## config.mk

```make
export PLATFORM = sky130hd
export DESIGN_NAME = dec_ctrl
export DESIGN_NICKNAME = d
export VERILOG_FILES = /design/src/design/dec_pkg.sv /design/src/design/dec_ctrl.sv
export SDC_FILE = /design/constraint.sdc
export NUM_CORES = 1
export LEC_CHECK = 0
export ABC_AREA = 1
export ABC_CLOCK_PERIOD_IN_PS = 1600
export BUFFER_PORTS_ARGS = -buffer_cell sky130_fd_sc_hd__buf_2
export CORE_MARGIN = 4
export CORE_UTILIZATION = 25
export DETAILED_ROUTE_END_ITERATION = 10
export PLACE_DENSITY = 0.5
export SETUP_SLACK_MARGIN = 0.05
export SYNTH_ARGS = -nofsm -noshare
export SYNTH_HDL_FRONTEND = slang
export SYNTH_SLANG_ARGS = --single-unit
```

## constraint.sdc

```tcl
create_clock -name clk_i -period 1.6 [get_ports clk_i]
set_input_delay 0.4 -clock clk_i [delete_from_list [all_inputs] [get_ports clk_i]]
set_output_delay 0.4 -clock clk_i [all_outputs]
set_load 0.01 [all_outputs]
```

## src/design/dec_pkg.sv

```systemverilog
// Shared types, codes and constants for the deduplicating event counter.
package dec_pkg;

  localparam int unsigned CapacityDef = 64;
  localparam int unsigned IdW = 256;
  localparam int unsigned TotalW = 7;

  localparam logic ReqLog = 1'b0;
  localparam logic ReqFinal = 1'b1;

  localparam logic [1:0] KindRouting = 2'd0;
  localparam logic [1:0] KindSensing = 2'd1;
  localparam logic [1:0] KindUptime = 2'd2;
  localparam logic [1:0] KindOther = 2'd3;

  localparam logic [1:0] ResReject = 2'd0;
  localparam logic [1:0] ResStore = 2'd1;
  localparam logic [1:0] ResFinal = 2'd2;

  typedef struct packed {
    logic        req_type;
    logic [63:0] id_word0;
    logic [63:0] id_word1;
    logic [63:0] id_word2;
    logic [63:0] id_word3;
    logic [1:0]  event_kind;
  } req_t;

  typedef struct packed {
    logic              accepted;
    logic [TotalW-1:0] routing_total;
    logic [TotalW-1:0] sensing_total;
    logic [TotalW-1:0] uptime_total;
  } rsp_t;

  typedef struct packed {
    logic       accept;
    logic       read;
    logic       finish;
    logic [1:0] res;
  } cmd_t;

  typedef struct packed {
    logic fin;
    logic full;
    logic empty;
    logic more;
    logic hit;
    logic last_miss;
    logic out_free;
  } sts_t;

endpackage

```

## src/design/dec_ctrl.sv

```systemverilog
// Controller state machine that sequences request evaluation and the store scan.
module dec_ctrl (
  input  logic          clk_i,
  input  logic          rst_ni,
  input  logic          in_valid_i,
  output logic          in_stall_o,
  input  dec_pkg::sts_t sts_i,
  output dec_pkg::cmd_t cmd_o
);

  localparam logic [1:0] SIdle = 2'd0;
  localparam logic [1:0] SEval = 2'd1;
  localparam logic [1:0] SScan = 2'd2;
  localparam logic [1:0] SWait = 2'd3;

  logic [1:0] state_q, state_d;
  logic [1:0] res_q, res_d;

  always_comb begin
    logic       fin_req;
    logic [1:0] fin_code;
    state_d  = state_q;
    res_d    = res_q;
    cmd_o    = '0;
    fin_req  = 1'b0;
    fin_code = dec_pkg::ResReject;
    unique case (state_q)
      SIdle: begin
        if (in_valid_i) begin
          cmd_o.accept = 1'b1;
          state_d      = SEval;
        end
      end
      SEval: begin
        if (sts_i.fin) begin
          fin_req  = 1'b1;
          fin_code = dec_pkg::ResFinal;
        end else if (sts_i.full) begin
          fin_req  = 1'b1;
          fin_code = dec_pkg::ResReject;
        end else if (sts_i.empty) begin
          fin_req  = 1'b1;
          fin_code = dec_pkg::ResStore;
        end else begin
          cmd_o.read = 1'b1;
          state_d    = SScan;
        end
      end
      SScan: begin
        if (sts_i.hit) begin
          fin_req  = 1'b1;
          fin_code = dec_pkg::ResReject;
        end else if (sts_i.last_miss) begin
          fin_req  = 1'b1;
          fin_code = dec_pkg::ResStore;
        end else if (sts_i.more) begin
          cmd_o.read = 1'b1;
        end
      end
      SWait: begin
        fin_req  = 1'b1;
        fin_code = res_q;
      end
      default: state_d = SIdle;
    endcase
    if (fin_req) begin
      if (sts_i.out_free) begin
        cmd_o.finish = 1'b1;
        cmd_o.res    = fin_code;
        state_d      = SIdle;
      end else begin
        res_d   = fin_code;
        state_d = SWait;
      end
    end
  end

  assign in_stall_o = (state_q != SIdle);

  always_ff @(posedge clk_i or negedge rst_ni) begin
    if (!rst_ni) begin
      state_q <= SIdle;
      res_q   <= dec_pkg::ResReject;
    end else begin
      state_q <= state_d;
      res_q   <= res_d;
    end
  end

endmodule

```

==> results.md, run 1 <==
* Drt drc at 0
* Failing checks: setup timing
* Sink Count at 4
* Routed WL at 1330 um
* Post-Synth Adder-Cell Area at 11.8%
* Netlist area before placement at 425 sq um
* Synth Area in Compound Gates at 8.82%
* Status: finished, violations left
* RSZ-0062 raised after global routing: true
* Number of global-route vias before repair at 525
* Final instance area at 788 sq um
* Post-synthesis simple-gate area fraction at 46.2%
* Vias per cell at 4.74
* CTS tree: yes
* Clock period minus final worst setup slack at 1.87 ns
* Cells after Synth at 62
* First-pass DRT Iterations at 4
* Worst-path fanout max at 5
* Max Slew Vio Count at 0
* Largest family of logic cells by synthesized area: simple AND/OR/NAND/NOR gates
* Top Usage Layer GRT: met2
* Port-buffer cells at 15
* GP Congestion at 0.693
* Setup crit start kind: flip-flop
* Mux share of post-synthesis cell area at 0%
* Root Driver: clkbuf_4
* Hold crit path type: flip-flop to flip-flop
* DRT iter0 DRCs at 15
* Nets at 111
* IO Count at 16
* GRT Resource Usage Total at 11.3%
* DIE AREA at 0.00243 sq mm
* Final setup fails at 6
* Maximum VDD drop at 0.814 mV
* Synth cell types at 19
* Crit. End Element: output port
* Overflow after GRT at 0
* ANT nets after route at 0
* XOR/XNOR Fraction of Synth Area at 0%
* Crit path DAT at 1.47 ns
* Least-Margin Pin Slew at 0.226 ns
* Max_slew headroom at 84.8%
* Largest net degree at the start of global routing at 6
* Synth area leader: dfrtp_1
* Global Route met3 Usage at 1.83%
* Area grow syn2layout at 85.3%
* Top-area cell type share of the netlist area at 23.5%
* Share of cells above drive strength 1 at 65.3%
* N_diodes at 0
* Final setup margin at -0.268 ns
* Syn_area_per_cell at 6.86 sq um
* Fin. Hold Viols at 0
* Routed len/inst at 12.0 um
* Top cells by area, synth: dfrtp_1 (24%), nand2_1 (15%), ha_1 (12%)
* Max cap viols at 0
* CTS buffer count at 3
* Initial Utilization at 27.3%
* Hold Slack at 0.501 ns
* Clock tree buffer depth at 2
* Initial antenna violation count at 0
* Clock transition at path regs at 0.04 ns
* FMAX at 0.535 GHz
* Clock Latency Late Sink at 0.23 ns
* Clock Skews at 0.000192 ns
* FILL cells at 153
* HPWL after detailed placement at 969 um
* DIE WIDTH at 49.3 um
* Vias at 526
* H-tree depth at 1
* Required @ worst endpoint at 1.20 ns
* Met2 GRT Util at 19.2%
* Yosys Warn Count at 0
* Post-placement cell area at 608 sq um
* Setup TNS Final at -1.05 ns
* Cell Rows at 14
* PwrDens at 2000 mW/mm^2
* GR Util met1 at 11.7%
* Leakage at 0.391 nW
* Post-Syn Nets at 76
* Synth Register Bits at 4
* Die height at 49.3 um
* Core area at 0.00156 sq mm
* Seq/Total Area, Yosys at 23.5%
* Tcrit/Tclk final at 117%
* Kind of critical path: flip-flop to output port
* First-pass GRT wire length at 2070 um
-- per-layer routing --
layer / vias to the layer above / routed length (um) / part of all wire, %
met5: - / 0 / 0
met4: 0 / 49 / 3.7
met3: 6 / 42 / 3.2
met2: 14 / 670 / 50
met1: 243 / 569 / 43
li1: 263 / - / -
-- through the flow --
step	power, W	setup slack (ns)	instances	util [%]
finish	0.00158	-0.268	111	50.6
global route	0.00169	-0.337	111	50.6
CTS	0.00139	-0.250	109	47.0
detailed placement	0.00108	-0.0890	101	39.0
global placement	0.00107	-0.0759	101	39.0
floorplan	0.000759	0.0358	62	-
-- final cells by class --
| cell class | count | area, sq um | share of cell area (%) |
|---|---|---|---|
| Clock buffer | 3 | 22.5 | 2.86 |
| Inverter | 11 | 46.3 | 5.87 |
| Multi-Input combinational cell | 47 | 388 | 49.2 |
| Sequential cell | 4 | 101 | 12.9 |
| Tap cell | 16 | 20.0 | 2.54 |
| Timing Repair Buffer | 30 | 210 | 26.7 |
-- report_power, final --
group / switching, W / leakage [nW] / internal, W
clock network: 0.0000403 / 0.0138 / 0.0000839
registers: 0.0000455 / 0.0499 / 0.000156
logic: 0.000635 / 0.328 / 0.000615
-- cell usage in the layout, fill, tap and decap left out, drive strengths merged --
cell / count
dlygate4sd3: 1
ha: 4
a21oi: 1
clkbuf: 3
and3: 1
dfrtp: 4
inv: 11
nor2: 6
nand2: 20
buf: 29
a21boi: 1
nand3: 8
a31oi: 1
nand4: 2
o21ai: 3
-- worst paths after layout --
kind	from	to	slack [ns]	cells past startpoint
worst max-delay path	state_q[1]	cmd_o[0]	-0.27	5
worst min-delay path	res_q[0]	res_q[0]	0.50	2
worst max register to register	state_q[0]	state_q[0]	0.11	11
worst min register to register	res_q[0]	res_q[0]	0.50	2
max in group asynchronous	rst_ni	state_q[1]	0.96	2
min in group asynchronous	rst_ni	res_q[0]	0.51	2
-- cell families after synthesis --
logic type	count (synthesis)
flip-flops	4
adder cells (fa/ha/maj)	4
AND/OR/NAND/NOR	37
AO/OA/AOI/OAI	6
buffers and inverters	11
-- cells in the mapped netlist, drive strengths merged --
library cell / instances
nand2: 20
inv: 11
nand3: 8
nor2: 6
dfrtp: 4
ha: 4
o21ai: 3
nand4: 2
a21boi: 1
a21oi: 1
a31oi: 1
and3: 1
-- timing repair --
action,CTS,global route
pin swaps,5,5
hold buffers,1,0
hold endpoints to repair,4,0
resized for setup,16,11
endpoints found under the setup margin,6,8
buffers inserted,4,2
-- critical path, stage by stage, from the launching register on --
cell,delay (ns)
dfrtp_2,0.44
inv_2,0.11
ha_4,0.17
nand4_1,0.19
a31oi_4,0.22
buf_6,0.12
-- flip-flops by register name (all words and copies together), names as in the netlist --
register,count
res_q,2
state_q,2
Power figures use the tool's default switching activity.
==> inputs of run 2 (changes only) <==
--- a/config.mk
+++ b/config.mk
@@ -8,10 +8,12 @@
 export ABC_AREA = 1
 export ABC_CLOCK_PERIOD_IN_PS = 1600
 export BUFFER_PORTS_ARGS = -buffer_cell sky130_fd_sc_hd__buf_2
+export CELL_PAD_IN_SITES_DETAIL_PLACEMENT = 0
+export CELL_PAD_IN_SITES_GLOBAL_PLACEMENT = 1
 export CORE_MARGIN = 4
 export CORE_UTILIZATION = 25
 export DETAILED_ROUTE_END_ITERATION = 10
-export PLACE_DENSITY = 0.5
+export PLACE_DENSITY = 0.66
 export SETUP_SLACK_MARGIN = 0.05
 export SYNTH_ARGS = -nofsm -noshare
 export SYNTH_HDL_FRONTEND = slang
==> results.md, run 2 (synthesis results as in run 1) <==
* Status: finished, violations left
* Failing checks: setup timing
* Kind of critical path: flip-flop to output port
* Sink Count at 4
* CTS buffer count at 3
* Area grow syn2layout at 75.6%
* GRT Resource Usage Total at 9.81%
* Hold crit path type: flip-flop to flip-flop
* PwrDens at 1920 mW/mm^2
* Initial Utilization at 27.3%
* Final setup margin at -0.224 ns
* Maximum VDD drop at 0.868 mV
* CTS tree: yes
* Root Driver: clkbuf_4
* Max Slew Vio Count at 0
* Met2 GRT Util at 19.6%
* Overflow after GRT at 0
* Required @ worst endpoint at 1.20 ns
* Largest net degree at the start of global routing at 6
* Least-Margin Pin Slew at 0.325 ns
* Die height at 49.3 um
* DIE AREA at 0.00243 sq mm
* Number of global-route vias before repair at 466
* Clock Latency Late Sink at 0.23 ns
* Crit. End Element: output port
* FILL cells at 155
* Total power at 0.00143 W
* Max cap viols at 0
* HPWL after detailed placement at 895 um
* First-pass DRT Iterations at 4
* ANT nets after route at 0
* Biggest regs: res_q: 2 flops, state_q: 2 flops
* Max_slew headroom at 78.1%
* Clock period minus final worst setup slack at 1.82 ns
* H-tree depth at 1
* Vias per cell at 4.55
* DP Cell Count at 100
* Final setup fails at 5
* Drt drc at 0
* N_diodes at 0
* Port-buffer cells at 15
* Clock tree buffer depth at 2
* Crit path DAT at 1.42 ns
* Tcrit/Tclk final at 114%
* RSZ-0062 raised after global routing: true
* Leakage at 0.375 nW
* Reg-to-reg slack, setup at 0.01 ns
* Initial antenna violation count at 0
* Post-route insts no fill at 109
* GP Congestion at 0.707
* Vias at 496
* Cell Rows at 14
* Commonest non-fill, non-tap cell in the layout: nand2_1
* IO Count at 16
* Worst-path fanout max at 3
* Clock transition at path regs at 0.03 ns
* Routed len/inst at 10.3 um
* DIE WIDTH at 49.3 um
* DRT iter0 DRCs at 1
* Top Usage Layer GRT: met2
* Fin. Hold Viols at 0
* GR Util met1 at 9.41%
* First-pass GRT wire length at 1830 um
* Most frequent cells in the layout: nand2_1 (16), buf_2 (14), buf_4 (12), inv_2 (6)
* Clock Skews at 0.00122 ns
* Nets at 109
* Setup crit start kind: flip-flop
* Core area at 0.00156 sq mm
* Share of cells above drive strength 1 at 60.2%
* Routed WL at 1120 um
* Global Route met3 Usage at 2.75%
* FMAX at 0.548 GHz
==> run 2: changes by cell type in the layout (fill, tap and decap cells not counted), moves of 2 or more <==
cell,previous run,this run
nand2_1,14,16
nand2_2,4,2
nor2_1,1,3
buf_6,4,1
nor2_2,3,1
==> run 2: cell type report <==
class                   instances  area (sq um)  area share (%)
clock buffers                   3          22.5            3.02
flip-flops and latches          4           101            13.6
multi-input cells              47           378            50.6
repair buffers                 28           181            24.3
well taps                      16          20.0            2.68
inverters                      11          43.8            5.86
==> run 2: stage by stage <==
step	setup slack [ns]	TNS, ns	cell area [sq um]	utilization, %	hold slack (ns)
2_1_floorplan	0.0358	0	453	-	0.104
6_report	-0.224	-0.791	747	47.9	0.489
3_5_place_dp	-0.109	-0.132	601	38.5	0.212
3_3_place_gp	-0.104	-0.138	601	38.5	0.212
4_1_cts	-0.279	-1.02	716	45.9	0.500
5_1_grt	-0.329	-1.47	747	47.9	0.527
==> run 2: path summary, 6_finish.rpt <==
path	start	end	depth (start not counted)
worst max-delay path	state_q[0]	cmd_o[0]	9
worst min-delay path	res_q[1]	res_q[1]	2
worst max register to register	state_q[1]	state_q[1]	10
worst min register to register	res_q[1]	res_q[1]	2
max in group asynchronous	rst_ni	state_q[1]	2
min in group asynchronous	rst_ni	res_q[0]	2
==> run 2: power by group <==
group	internal (W)	total, W	switching, W
sequential	0.000156	0.000201	0.0000447
combinational	0.000540	0.00111	0.000573
clock	0.0000835	0.000119	0.0000359
total	0.000780	0.00143	0.000654
==> run 2: repair_timing <==
item	CTS	global route
resized for setup	12	6
setup buffers	4	1
pin swaps	5	3
hold buffers	1	0
endpoints found under the hold margin	4	0
setup endpoints to repair	5	10
==> run 2: worst max-delay path, stage by stage, from the launching register on <==
cell,delay (ns)
dfrtp_1,0.40
inv_2,0.09
ha_4,0.13
inv_2,0.04
nor2_4,0.09
nor2_4,0.04
nand2_4,0.06
nand3_4,0.07
a31oi_4,0.15
buf_6,0.12
==> run 2: metal layers <==
layer	part of all wire [%]	wire, um
met3	3.3	37
met2	58	644
met5	0	0
met1	39	437
met4	0	0
==> inputs of run 3 (changes only) <==
--- a/config.mk
+++ b/config.mk
@@ -11,9 +11,9 @@
 export CELL_PAD_IN_SITES_DETAIL_PLACEMENT = 0
 export CELL_PAD_IN_SITES_GLOBAL_PLACEMENT = 1
 export CORE_MARGIN = 4
-export CORE_UTILIZATION = 25
+export CORE_UTILIZATION = 31
 export DETAILED_ROUTE_END_ITERATION = 10
-export PLACE_DENSITY = 0.66
+export PLACE_DENSITY = 0.78
 export SETUP_SLACK_MARGIN = 0.05
 export SYNTH_ARGS = -nofsm -noshare
 export SYNTH_HDL_FRONTEND = slang
==> results.md, run 3 (synthesis results as in run 1) <==
* Hold Slack at 0.486 ns
* Setup crit start kind: flip-flop
* HPWL after detailed placement at 905 um
* Flop pwr share at 10.8%
* Final Util at 67.0%
* Root Driver: clkbuf_4
* Least-Margin Pin Slew at 0.264 ns
* Area grow syn2layout at 105%
* Clock transition at path regs at 0.04 ns
* Hold crit path type: flip-flop to flip-flop
* P_int at 0.00101 W
* Worst R2R Start: state_q[0]
* Combinational Power Share at 82.4%
* CTS tree: yes
* DIE AREA at 0.00203 sq mm
* Final setup fails at 8
* DIE WIDTH at 45.0 um
* Status: finished, violations left
* H-tree depth at 1
* Cell Rows at 13
* PwrDens at 2120 mW/mm^2
* DP Cell Count at 100
* Port-buffer cells at 15
* DR top layer: met4
* Initial antenna violation count at 0
* Net Switching at 0.000839 W
* ANT nets after route at 0
* Crit. End Element: output port
* Register-to-Register Path Depth at 12
* Routed len/inst at 12.5 um
* First-pass DRT Iterations at 4
* Initial Utilization at 32.7%
* Clock period minus final worst setup slack at 1.88 ns
* Leakage at 0.423 nW
* Largest net degree at the start of global routing at 6
* Setup crit end: cmd_o[0]
* Nets at 115
* Vias at 547
* Routed WL at 1420 um
* Kind of critical path: flip-flop to output port
* FILL cells at 126
* Critical path origin: state_q[0]
* Reg-to-reg slack, setup at -0.05 ns
* Tcrit/Tclk final at 118%
* Core area at 0.00130 sq mm
* CTS buffer count at 3
* Vias per cell at 4.80
* Met2 routed wirelength at 767 um
* Clock group share of total power at 6.9%
* Met1 WL at 552 um
* Most frequent cells in the layout: buf_2 (14), nand2_1 (10), buf_4 (10), buf_6 (9), nand2_2 (8)
* Drt drc at 0
* DRT iter0 DRCs at 7
* Sink Count at 4
* Met3 wire len at 64 um
* Number of global-route vias before repair at 508
* Clock tree buffer depth at 2
* Commonest non-fill, non-tap cell in the layout: buf_2
* Share of cells above drive strength 1 at 70.7%
* Max Slew Vio Count at 0
* Post-route insts no fill at 114
* FMAX at 0.531 GHz
* N_diodes at 0
* Biggest regs: res_q: 2 flops, state_q: 2 flops
* First-pass GRT wire length at 2010 um
* GP Congestion at 0.795
* DP Worst Slack at -0.0926 ns
* Die height at 45.0 um
* Final setup margin at -0.283 ns
* Total power at 0.00185 W
* Clock Skews at 0.00899 ns
* Failing checks: setup timing
* RR Endpoint: state_q[1]
* Worst-path fanout max at 3
* Maximum VDD drop at 1.17 mV
* Sw Ratio at 45.4%
* Max_slew headroom at 82.3%
* GRT Resource Usage Total at 14.0%
* Crit path DAT at 1.48 ns
* Max cap viols at 0
* IO Count at 16
* RSZ-0062 raised after global routing: true
* Fin. Hold Viols at 0
* Clock Latency Late Sink at 0.24 ns
* Overflow after GRT at 0
* Required @ worst endpoint at 1.20 ns
-- run 3: cell types whose count changed in the layout (fill, tap and decap cells not counted), moves of 2 or more --
cell / previous run / this run
buf_4: 12 / 10
buf_6: 1 / 9
nand2_1: 16 / 10
nand2_2: 2 / 8
nand3_4: 1 / 3
-- run 3: through the flow --
step | cell area (sq um) | setup TNS (ns)
finish | 872 | -1.24
detailed placement | 607 | -0.122
CTS | 787 | -1.30
global placement | 607 | -0.130
global route | 872 | -1.90
floorplan | 453 | 0
-- run 3: final cells by class --
class / instances / area [sq um] / share of cell area, %
clock buffer: 3 / 22.5 / 2.58
multi-input combinational: 47 / 428 / 49.1
timing repair buffer: 34 / 256 / 29.4
tap: 15 / 18.8 / 2.15
inverter: 11 / 46.3 / 5.31
sequential: 4 / 100 / 11.5
-- run 3: worst max-delay path: stages (launching register included) --
cell and delay (ns):
dfrtp_1 0.40, buf_6 0.14, buf_6 0.11, ha_4 0.17, nor2_4 0.10, nand2_4 0.07, nand3_4 0.08, a31oi_4 0.03
buf_2 0.14
-- run 3: worst min-delay path by stage --
stage               startpoint         end  depth (start not counted)
finish                res_q[0]    res_q[0]                          2
global route            rst_ni  state_q[1]                          2
CTS                     rst_ni  state_q[1]                          2
detailed placement      rst_ni    res_q[1]                          1
global placement        rst_ni    res_q[0]                          1
floorplan               rst_ni    res_q[0]                          0
-- run 3: power by group through the flow --
stage | clock network (W) | registers, W | logic, W
finish | 0.000127 | 0.000199 | 0.00152
detailed placement | 0 | 0.000184 | 0.000886
CTS | 0.000132 | 0.000183 | 0.00124
floorplan | 0 | 0.000185 | 0.000575
global route | 0.000143 | 0.000205 | 0.00163
global placement | 0 | 0.000182 | 0.000886
-- run 3: layer usage --
metal | up-vias | GRT usage (%)
met5 | - | 0
met4 | 0 | 3.51
met3 | 4 | 4.78
met2 | 17 | 25.7
met1 | 251 | 15.0
li1 | 275 | -
-- run 3: repair_timing --
item                                    in CTS  in global routing
gates resized for setup                     19                 21
endpoints found under the hold margin        4                  0
endpoints found under the setup margin       8                 10
gates cloned                                 0                  0
pin swaps                                    6                 10
hold buffers                                 1                  0
buffers inserted                             9                  5
